[config.mk]
export PLATFORM = sky130hd
export DESIGN_NAME = nn_activation_unit_core_flat
export DESIGN_NICKNAME = d
export VERILOG_FILES = /design/src/rtl/nn_act_pkg.sv /design/src/rtl/nn_act_if.sv /design/src/rtl/nn_activation_unit_core.sv /design/src/flat_wrapper.sv
export SDC_FILE = /design/constraint.sdc
export NUM_CORES = 2
export LEC_CHECK = 0
export BUFFER_PORTS_ARGS = -buffer_cell sky130_fd_sc_hd__clkbuf_2
export CAP_MARGIN = 20
export CORE_AREA = 4 4 442 531
export CTS_BUF_LIST = sky130_fd_sc_hd__clkbuf_8 sky130_fd_sc_hd__clkbuf_16
export DETAILED_ROUTE_END_ITERATION = 10
export DIE_AREA = 0 0 446 535
export GPL_ROUTABILITY_DRIVEN = 0
export HOLD_SLACK_MARGIN = 0.03
export PLACE_DENSITY_LB_ADDON = 0.1
export SLEW_MARGIN = 40
export SYNTH_ARGS = -nofsm -noshare
export SYNTH_HDL_FRONTEND = slang
export SYNTH_SLANG_ARGS = --single-unit
[constraint.sdc]
create_clock -name clk -period 68.4 [get_ports clk]
set_input_delay 6.84 -clock clk [delete_from_list [all_inputs] [get_ports clk]]
set_output_delay 6.84 -clock clk [all_outputs]
set_load 0.1 [all_outputs]
[src/rtl/nn_act_pkg.sv]
// Shared constants and types of the activation unit.
`timescale 1ns / 1ps

package nn_act_pkg;

    localparam int DATA_WIDTH_DEF = 16;
    localparam int FRAC_BITS_DEF  = 12;
    localparam int KIND_W         = 3;

    typedef enum logic [KIND_W-1:0] {
        KIND_SIGMOID  = 3'd0,
        KIND_RELU     = 3'd1,
        KIND_TANH     = 3'd2,
        KIND_LINEAR   = 3'd3,
        KIND_SOFTSIGN = 3'd4,
        KIND_STEP     = 3'd5
    } kind_t;

endpackage

[src/rtl/nn_act_if.sv]
// Valid/ready channel interfaces of the activation unit.
`timescale 1ns / 1ps

interface nn_act_in_if #(
    parameter int DATA_WIDTH = nn_act_pkg::DATA_WIDTH_DEF
);
    logic                         valid;
    logic                         ready;
    logic signed [DATA_WIDTH-1:0] x;
    logic                         func;

    modport source (output valid, output x, output func, input ready);
    modport sink   (input valid, input x, input func, output ready);
endinterface

interface nn_act_out_if #(
    parameter int DATA_WIDTH = nn_act_pkg::DATA_WIDTH_DEF
);
    logic                         valid;
    logic                         ready;
    logic signed [DATA_WIDTH-1:0] y;

    modport source (output valid, output y, input ready);
    modport sink   (input valid, input y, output ready);
endinterface

interface nn_act_cfg_if;
    logic                           valid;
    logic                           ready;
    logic [nn_act_pkg::KIND_W-1:0]  activation_kind;

    modport source (output valid, output activation_kind, input ready);
    modport sink   (input valid, input activation_kind, output ready);
endinterface

[src/rtl/nn_activation_unit_core.sv]
// Top level of the pipelined neural-network activation unit.
`timescale 1ns / 1ps
//
// Channels: din carries one operand x (signed, FRAC_BITS fraction bits) and
// a selector func (0 activation, 1 derivative); dout returns one result y.
// cfg writes the activation kind; it is always ready and should only be
// written while no transfer is in flight.
// Throughput: one item per cycle while the skid buffer is empty; the defaults
// give Q4.12 operands. The depth is set by the softsign path, two restoring
// divisions with one quotient bit per pipeline stage; every item walks the
// same stages so order is kept.
// When the receiver stalls, the output register holds its result and the
// pipeline keeps moving, so din stays ready until the next result lands in
// a one-entry skid buffer; after that the whole pipeline freezes and
// nothing is lost.
// Reset clears all valid bits, empties the output and skid registers and
// sets the activation kind to sigmoid.
module nn_activation_unit_core #(
    parameter int DATA_WIDTH = nn_act_pkg::DATA_WIDTH_DEF,
    parameter int FRAC_BITS  = nn_act_pkg::FRAC_BITS_DEF
) (
    input  logic         clk,
    input  logic         rst_n,
    nn_act_in_if.sink    din,
    nn_act_out_if.source dout,
    nn_act_cfg_if.sink   cfg
);
    import nn_act_pkg::*;

    localparam int DW   = DATA_WIDTH;
    localparam int F    = FRAC_BITS;
    localparam int BW   = (DW > F + 1) ? DW : F + 1;
    localparam int IW   = BW + 3;
    localparam int SW   = IW + 2;
    localparam int PW   = 2 * IW;
    localparam int Q1   = F + 1;
    localparam int DWD  = BW + 1;
    localparam int RW   = DWD + 1;
    localparam int NW   = (2 * F + 1 > DW + F) ? 2 * F + 1 : DW + F;
    localparam int N2W  = Q1 + F;
    localparam int NDIV = 2 * Q1;

    localparam logic signed [IW-1:0] ONE_I = {{(IW-F-1){1'b0}}, 1'b1, {F{1'b0}}};
    localparam logic signed [PW-1:0] ONE_P = {{(PW-F-1){1'b0}}, 1'b1, {F{1'b0}}};
    localparam logic [SW-1:0] ONE_S = {{(SW-F-1){1'b0}}, 1'b1, {F{1'b0}}};
    localparam logic [SW-1:0] C2_S  = SW'(2) << F;
    localparam logic [SW-1:0] C5_S  = SW'(5) << F;
    localparam logic [SW-1:0] C19_S = SW'(19) << F;
    localparam logic [SW-1:0] C27_S = SW'(27) << F;
    localparam logic signed [PW-1:0] MAX_P = signed'(PW'({1'b0, {(DW-1){1'b1}}}));
    localparam logic signed [PW-1:0] MIN_P = -MAX_P - PW'(1);

    typedef struct packed {
        logic                  neg;
        logic                  func;
        kind_t                 kind;
        logic signed [DW-1:0]  yns;
        logic [DWD-1:0]        d;
        logic [RW-1:0]         rem;
        logic [Q1-1:0]         nsh;
        logic [Q1-1:0]         q;
        logic [Q1-1:0]         q1;
    } div_t;

    // Piecewise-linear sigmoid.
    function automatic logic signed [IW-1:0] sig_fn(input logic signed [IW-1:0] a);
        logic [SW-1:0] am;
        logic [SW-1:0] s;
        am = SW'(unsigned'(a[IW-1] ? -a : a));
        if (am >= C5_S)
            s = ONE_S;
        else if ((am << 3) >= C19_S)
            s = (am + C27_S) >> 5;
        else if (am >= ONE_S)
            s = (am + C5_S) >> 3;
        else
            s = (am + C2_S) >> 2;
        if (a[IW-1])
            return ONE_I - signed'(IW'(s));
        else
            return signed'(IW'(s));
    endfunction

    function automatic logic signed [DW-1:0] sat_fn(input logic signed [PW-1:0] v);
        if (v > MAX_P)
            return MAX_P[DW-1:0];
        else if (v < MIN_P)
            return MIN_P[DW-1:0];
        else
            return v[DW-1:0];
    endfunction

    // One restoring division step: returns the new remainder and the quotient bit.
    function automatic logic [RW:0] dstep(input logic [RW-1:0] rem, input logic nb,
                                          input logic [DWD-1:0] d);
        logic [RW-1:0] r2;
        r2 = {rem[RW-2:0], nb};
        if (r2 >= {1'b0, d})
            return {r2 - {1'b0, d}, 1'b1};
        else
            return {r2, 1'b0};
    endfunction

    // Configuration register.
    kind_t kind_reg;

    assign cfg.ready = 1'b1;

    always_ff @(posedge clk or negedge rst_n)
    begin
        if (!rst_n)
            kind_reg <= KIND_SIGMOID;
        else if (cfg.valid)
            kind_reg <= kind_t'(cfg.activation_kind);
    end

    // Output register and skid buffer; the pipeline advances while the skid is empty.
    logic                 out_vld_reg, skid_vld_reg;
    logic signed [DW-1:0] out_y_reg, skid_y_reg;
    logic                 adv;

    assign adv       = !skid_vld_reg;
    assign din.ready = adv;

    // Stage 1: captured operand.
    logic                 v1_reg;
    logic signed [DW-1:0] x1_reg;
    logic                 f1_reg;
    kind_t                k1_reg;

    // Stage 2: forward value and multiplier operands.
    logic                 v2_reg;
    logic signed [IW-1:0] fwd2_reg, ma2_reg, mb2_reg;
    logic [DW-1:0]        m2_reg;
    logic                 neg2_reg, f2_reg;
    kind_t                k2_reg;
    logic signed [IW-1:0] fwd2_next, ma2_next, mb2_next;
    logic [DW-1:0]        m2_next;

    // Stage 3: product.
    logic                 v3_reg;
    logic signed [PW-1:0] prod3_reg;
    logic signed [IW-1:0] fwd3_reg;
    logic [DW-1:0]        m3_reg;
    logic                 neg3_reg, f3_reg;
    kind_t                k3_reg;

    // Division pipeline; entry 0 holds the non-softsign result and the divider setup.
    logic dvv_reg [0:NDIV];
    div_t dv_reg  [0:NDIV];
    div_t dv_next [0:NDIV];

    always_comb
    begin
        logic signed [IW-1:0] xe;
        logic signed [IW-1:0] arg;
        logic signed [IW-1:0] sg;
        logic signed [IW-1:0] t;
        xe  = signed'({{(IW-DW){x1_reg[DW-1]}}, x1_reg});
        arg = (k1_reg == KIND_TANH) ? (xe <<< 1) : xe;
        sg  = sig_fn(arg);
        t   = (sg <<< 1) - ONE_I;
        m2_next = x1_reg[DW-1] ? DW'(-xe) : DW'(xe);
        case (k1_reg)
            KIND_SIGMOID: fwd2_next = sg;
            KIND_RELU:    fwd2_next = xe[IW-1] ? '0 : ((xe > ONE_I) ? ONE_I : xe);
            KIND_TANH:    fwd2_next = t;
            KIND_LINEAR:  fwd2_next = xe;
            KIND_STEP:    fwd2_next = xe[IW-1] ? '0 : ONE_I;
            default:      fwd2_next = '0;
        endcase
        if (k1_reg == KIND_TANH)
        begin
            ma2_next = t;
            mb2_next = t;
        end
        else
        begin
            ma2_next = xe;
            mb2_next = ONE_I - xe;
        end
    end

    always_comb
    begin
        logic signed [PW-1:0] yv;
        logic [NW-1:0]        n1;
        if (!f3_reg)
            yv = PW'(fwd3_reg);
        else
        begin
            case (k3_reg)
                KIND_SIGMOID: yv = prod3_reg >>> F;
                KIND_RELU:    yv = neg3_reg ? '0 : ONE_P;
                KIND_TANH:    yv = ONE_P - (prod3_reg >>> F);
                KIND_LINEAR:  yv = ONE_P;
                default:      yv = '0;
            endcase
        end
        n1 = f3_reg ? (NW'(1) << (2 * F)) : (NW'(m3_reg) << F);
        dv_next[0].neg  = neg3_reg;
        dv_next[0].func = f3_reg;
        dv_next[0].kind = k3_reg;
        dv_next[0].yns  = sat_fn(yv);
        dv_next[0].d    = DWD'(ONE_S) + DWD'(m3_reg);
        dv_next[0].rem  = RW'(n1 >> Q1);
        dv_next[0].nsh  = n1[Q1-1:0];
        dv_next[0].q    = '0;
        dv_next[0].q1   = '0;
    end

    for (genvar j = 1; j <= NDIV; j++)
    begin : g_div
        always_comb
        begin
            div_t           src;
            logic [N2W-1:0] n2;
            logic [RW:0]    st;
            src = dv_reg[j-1];
            n2  = N2W'(dv_reg[j-1].q) << F;
            // Second division starts from the first quotient: r * ONE / d.
            if (j == Q1 + 1)
            begin
                src.q1  = dv_reg[j-1].q;
                src.rem = RW'(n2 >> Q1);
                src.nsh = n2[Q1-1:0];
                src.q   = '0;
            end
            st = dstep(src.rem, src.nsh[Q1-1], src.d);
            dv_next[j]     = src;
            dv_next[j].rem = st[RW:1];
            dv_next[j].nsh = src.nsh << 1;
            dv_next[j].q   = {src.q[Q1-2:0], st[0]};
        end
    end

    // Valid bits.
    always_ff @(posedge clk or negedge rst_n)
    begin
        if (!rst_n)
        begin
            v1_reg <= 1'b0;
            v2_reg <= 1'b0;
            v3_reg <= 1'b0;
            for (int i = 0; i <= NDIV; i++)
                dvv_reg[i] <= 1'b0;
        end
        else if (adv)
        begin
            v1_reg     <= din.valid;
            v2_reg     <= v1_reg;
            v3_reg     <= v2_reg;
            dvv_reg[0] <= v3_reg;
            for (int i = 1; i <= NDIV; i++)
                dvv_reg[i] <= dvv_reg[i-1];
        end
    end

    // Payload registers.
    always_ff @(posedge clk)
    begin
        if (adv)
        begin
            x1_reg    <= din.x;
            f1_reg    <= din.func;
            k1_reg    <= kind_reg;
            fwd2_reg  <= fwd2_next;
            ma2_reg   <= ma2_next;
            mb2_reg   <= mb2_next;
            m2_reg    <= m2_next;
            neg2_reg  <= x1_reg[DW-1];
            f2_reg    <= f1_reg;
            k2_reg    <= k1_reg;
            prod3_reg <= ma2_reg * mb2_reg;
            fwd3_reg  <= fwd2_reg;
            m3_reg    <= m2_reg;
            neg3_reg  <= neg2_reg;
            f3_reg    <= f2_reg;
            k3_reg    <= k2_reg;
            for (int i = 0; i <= NDIV; i++)
                dv_reg[i] <= dv_next[i];
        end
    end

    // Final selection.
    logic signed [DW-1:0] y_fin;
    logic                 push;

    always_comb
    begin
        logic signed [PW-1:0] sv;
        sv = '0;
        if (dv_reg[NDIV].func)
            sv = signed'(PW'(dv_reg[NDIV].q));
        else if (dv_reg[NDIV].neg)
            sv = -signed'(PW'(dv_reg[NDIV].q1));
        else
            sv = signed'(PW'(dv_reg[NDIV].q1));
        if (dv_reg[NDIV].kind == KIND_SOFTSIGN)
            y_fin = sat_fn(sv);
        else
            y_fin = dv_reg[NDIV].yns;
    end

    assign push = adv && dvv_reg[NDIV];

    always_ff @(posedge clk or negedge rst_n)
    begin
        if (!rst_n)
        begin
            out_vld_reg  <= 1'b0;
            skid_vld_reg <= 1'b0;
        end
        else if (!out_vld_reg || dout.ready)
        begin
            out_vld_reg  <= skid_vld_reg || push;
            skid_vld_reg <= 1'b0;
        end
        else if (push)
            skid_vld_reg <= 1'b1;
    end

    always_ff @(posedge clk)
    begin
        if (!out_vld_reg || dout.ready)
            out_y_reg <= skid_vld_reg ? skid_y_reg : y_fin;
        else if (push)
            skid_y_reg <= y_fin;
    end

    assign dout.valid = out_vld_reg;
    assign dout.y     = out_y_reg;

endmodule

[src/flat_wrapper.sv]
// flat-port wrapper written by rule: the top's interface ports become plain ports
module nn_activation_unit_core_flat import nn_act_pkg::*;
#(
    parameter int DATA_WIDTH = nn_act_pkg::DATA_WIDTH_DEF,
    parameter int FRAC_BITS  = nn_act_pkg::FRAC_BITS_DEF
)
  (clk, rst_n, din_valid, din_x, din_func, din_ready, dout_valid, dout_y, dout_ready, cfg_valid, cfg_activation_kind, cfg_ready);
  nn_act_in_if #(.DATA_WIDTH(DATA_WIDTH)) din_i ();
  nn_act_out_if #(.DATA_WIDTH(DATA_WIDTH)) dout_i ();
  nn_act_cfg_if cfg_i ();
  input  logic clk;
  input  logic rst_n;
  input wire logic [$bits(din_i.valid)-1:0] din_valid;
  input wire logic [$bits(din_i.x)-1:0] din_x;
  input wire logic [$bits(din_i.func)-1:0] din_func;
  output wire logic [$bits(din_i.ready)-1:0] din_ready;
  output wire logic [$bits(dout_i.valid)-1:0] dout_valid;
  output wire logic [$bits(dout_i.y)-1:0] dout_y;
  input wire logic [$bits(dout_i.ready)-1:0] dout_ready;
  input wire logic [$bits(cfg_i.valid)-1:0] cfg_valid;
  input wire logic [$bits(cfg_i.activation_kind)-1:0] cfg_activation_kind;
  output wire logic [$bits(cfg_i.ready)-1:0] cfg_ready;
  assign din_i.valid = din_valid;
  assign din_i.x = din_x;
  assign din_i.func = din_func;
  assign din_ready = din_i.ready;
  assign dout_valid = dout_i.valid;
  assign dout_y = dout_i.y;
  assign dout_i.ready = dout_ready;
  assign cfg_i.valid = cfg_valid;
  assign cfg_i.activation_kind = cfg_activation_kind;
  assign cfg_ready = cfg_i.ready;
  nn_activation_unit_core #(.DATA_WIDTH(DATA_WIDTH), .FRAC_BITS(FRAC_BITS)) u_core (.clk(clk), .rst_n(rst_n), .din(din_i), .dout(dout_i), .cfg(cfg_i));
endmodule
==> impl_summary.md <==
Clock tree
Buffers inserted to repair hold after CTS numbered 0. The maximum level of the CTS H-tree is 4. The CTS sink count is 2014.

The post-cts sizing count is 0. After clock tree synthesis, the setup repair step added 0 buffers. The insertion delay to the later sink of the worst-skew pair is 0.86 ns.

TritonCTS built the clock tree. After clock tree synthesis, the clock-pin slew on the worst setup and hold paths is 0.06 ns. The maximum buffer depth of the clock tree is 4. The clock root buffer master is sky130_fd_sc_hd__clkbuf_16.

Clock tree synthesis inserted a total of 213 buffers.

Global routing
The number of antenna violations at the first check in global routing is 5. The residual overflow from global routing is 0. The number of global-route vias before repair is 61600. The overall fraction of global-route tracks in use is 17.3%. The first-pass GRT wire length is 329000 um. Entering global routing, the biggest net connects 108 pins.

Floorplanning
The number of top-level pins is 44. The standard cell core area is 230000 um2. The number of placement rows is 193.

The initial core utilization is 44.8%. The die covers 239000 um2. The horizontal die dimension is 446 um. The die is 535 um tall.

Routing
The number of vias after detailed routing is 59200. The DRC violation count after routing is 0. The first-pass iteration count of the detailed router is 6. The number of nets with antenna violations after detailed routing is 0.

The final layout contains routed wiring with a total length of 206000 um. The average wire per cell in the routed design is 18.3 um. After the first detailed-routing iteration, the DRC count stood at 3741. After detailed routing, the number of vias per cell comes to 5.26.

Worst setup path
In this run the worst path has a maximum fanout of 65. The critical setup path kind is reg -> out. At the worst endpoint, the arrival time is 2.65 ns. STA classifies the critical path startpoint as a flop.

The required time of the critical path is 61.56 ns. The worst setup path is captured at an output pin.

Synthesis
The share of the Yosys chip area taken by registers is 58.7%. The net count after synthesis is 8903. The distinct cell type count of the synthesized netlist is 101.

Of all flip-flops after synthesis, the portion carrying an async set or reset was 1.74%. The most used flip-flop cell after synthesis is sky130_fd_sc_hd__edfxtp_1. The number of synthesized register bits is 2014. The synthesized netlist occupies a cell area of 103000 um2. The number of enable-type register cells in the synthesized netlist is 1979. Averaged over all synthesized cells, the footprint is 13.0 um2.

The cell count after synthesis is 7933. The number of synthesis warnings is 0.

Timing
The final clock period utilization by the worst path is 13.9%. The setup violation total in the final timing report is 0. The hold violation count in the final report was 0. Headroom to the max-slew limit came out at 42.5%.

Between clock sinks in the finished design, the worst skew comes to 0.0552 ns. After layout, the minimum clock period comes to 9.49 ns. In the final timing run, aggregate negative setup slack is 0 ns.

Setup repair after global routing left no endpoint under its margin. For the pin with the worst max-slew slack, the measured transition is 0.858 ns. The final number of max-transition violations was 0. The worst slack on hold paths is 0.384 ns.

Based on the critical path, the design can be clocked at up to 0.105 GHz.

Finish
The number of nets in the layout is 9031. The number of flip-flops under the largest register name is 1784. From synthesis to final layout, the design area changed by 10.4%. The post-route netlist has 8.65% of its cells at a drive strength greater than 1.

Flow run
The count of maximum capacitance violations is 0.

Run status
The flow ran to the end, and the final reports show no timing, DRC or antenna violations.

Placement
The detailed placer's ending HPWL is 150000 um. Input and output buffers added on the ports amount to 42.

Worst hold path
The class of the tightest hold or removal check is reg -> reg.
synth_stat cells (17+ instances only):
library cell	instances	share of area, %
sky130_fd_sc_hd__xnor2_1	226	1.9
sky130_fd_sc_hd__o21a_1	74	0.54
sky130_fd_sc_hd__a21boi_0	84	0.61
sky130_fd_sc_hd__and3_1	31	0.19
sky130_fd_sc_hd__o41ai_1	19	0.16
sky130_fd_sc_hd__xor2_1	101	0.86
sky130_fd_sc_hd__clkbuf_1	162	0.59
sky130_fd_sc_hd__buf_1	17	0.062
sky130_fd_sc_hd__a21oi_1	273	1.3
sky130_fd_sc_hd__mux2_2	203	2.2
sky130_fd_sc_hd__nor2b_1	89	0.54
sky130_fd_sc_hd__or4_1	22	0.16
sky130_fd_sc_hd__a221oi_1	19	0.16
sky130_fd_sc_hd__o31a_1	22	0.19
sky130_fd_sc_hd__a31o_2	20	0.17
sky130_fd_sc_hd__fa_1	392	7.6
sky130_fd_sc_hd__nand4_1	81	0.49
sky130_fd_sc_hd__o31ai_1	84	0.61
sky130_fd_sc_hd__nand3_1	109	0.53
sky130_fd_sc_hd__or3_1	60	0.37
sky130_fd_sc_hd__dfrtp_1	35	0.85
sky130_fd_sc_hd__or2_2	22	0.13
sky130_fd_sc_hd__o21bai_1	21	0.15
sky130_fd_sc_hd__mux2i_1	39	0.38
sky130_fd_sc_hd__nand2b_1	92	0.56
sky130_fd_sc_hd__nor3_1	127	0.62
sky130_fd_sc_hd__o21ai_0	357	1.7
sky130_fd_sc_hd__o2111ai_1	25	0.21
sky130_fd_sc_hd__a211oi_1	24	0.18
sky130_fd_sc_hd__nor2_1	429	1.6
sky130_fd_sc_hd__a21o_1	49	0.36
sky130_fd_sc_hd__inv_1	1000	3.7
sky130_fd_sc_hd__and2_1	158	0.96
sky130_fd_sc_hd__edfxtp_1	1979	58
sky130_fd_sc_hd__a31oi_1	19	0.12
sky130_fd_sc_hd__o211ai_1	22	0.16
sky130_fd_sc_hd__ha_1	553	6.7
sky130_fd_sc_hd__nand2_1	635	2.3
sky130_fd_sc_hd__nor4_1	33	0.20
through the flow:
stage	area (um2)	instances	setup WS, ns	utilization (%)
after floorplan	103000	7933	7.60	-
after global placement	107000	10900	59.81	46.4
after detailed placement	107000	10900	59.81	46.5
after CTS	113000	11200	58.84	49.4
after global routing	113000	11300	58.79	49.4
final	114000	11300	58.91	49.4
path summary, 6_finish.rpt:
check	from	end	slack, ns	cells after the start
setup / recovery	u_core.skid_vld_reg$_DFFE_PN0P_	din_ready	58.91	3
hold / removal	u_core.dv_reg[1][264]$_DFFE_PN_	u_core.dv_reg[1][359]$_DFFE_PN_	0.38	0
setup reg to reg	u_core.ma2_reg[10]$_DFFE_PN_	u_core.prod3_reg[25]$_DFFE_PN_	60.75	23
hold reg to reg	u_core.dv_reg[1][264]$_DFFE_PN_	u_core.dv_reg[1][359]$_DFFE_PN_	0.38	0
max in group asynchronous	rst_n	u_core.dvv_reg[2]$_DFFE_PN0N_	61.82	2
min in group asynchronous	rst_n	u_core.dvv_reg[1]$_DFFE_PN0N_	6.13	2
routing by layer:
layer	global-route usage [%]	wire length (um)	vias to the layer above
li1	-	-	28500
met1	19.8	80700	29200
met2	32.6	110000	1096
met3	2.31	7760	412
met4	6.29	7300	4
met5	0	23	-
final cells by class:
cell class	count	area (um2)
Antenna cell	2	5.00
Clock buffer	223	5480
Clock inverter	162	1170
Fill cell	19700	116000
Inverter	1004	3780
Multi-Input combinational cell	4719	38100
Sequential cell	2014	60300
Tap cell	3022	3780
Timing Repair Buffer	109	916
worst max-delay path: stages, from the launching register on:
cell and delay [ns]:
sky130_fd_sc_hd__dfrtp_1 0.36, sky130_fd_sc_hd__buf_4 0.26, sky130_fd_sc_hd__inv_8 0.39, sky130_fd_sc_hd__clkbuf_2 0.57
cells in the final DEF (no fill, tap or decap), drive strengths merged, types with 87 or more instances in the layout:
cell,instances
edfxtp,1979
inv,1060
nand2,635
ha,553
nor2,429
fa,392
o21ai,370
a21oi,274
clkbuf,267
xnor2,226
mux2,203
and2,160
nor3,130
nand3,109
xor2,101
nand2b,92
nor2b,89
a21boi,87
cell families after synthesis:
kind of cell    count (synthesis)  synth area share (%)
compound gates               1254                  7.97
xor+xnor                      327                  2.79
fa+ha+maj                     945                  14.4
buf+inv                      1200                  4.42
flops                        2014                  58.7
mux                           244                  2.65
other cells                     1               0.00365
simple gates                 1948                  9.15
Power is not shown: default switching activity piles up to over one toggle a cycle in this logic, so the estimate is an artifact.
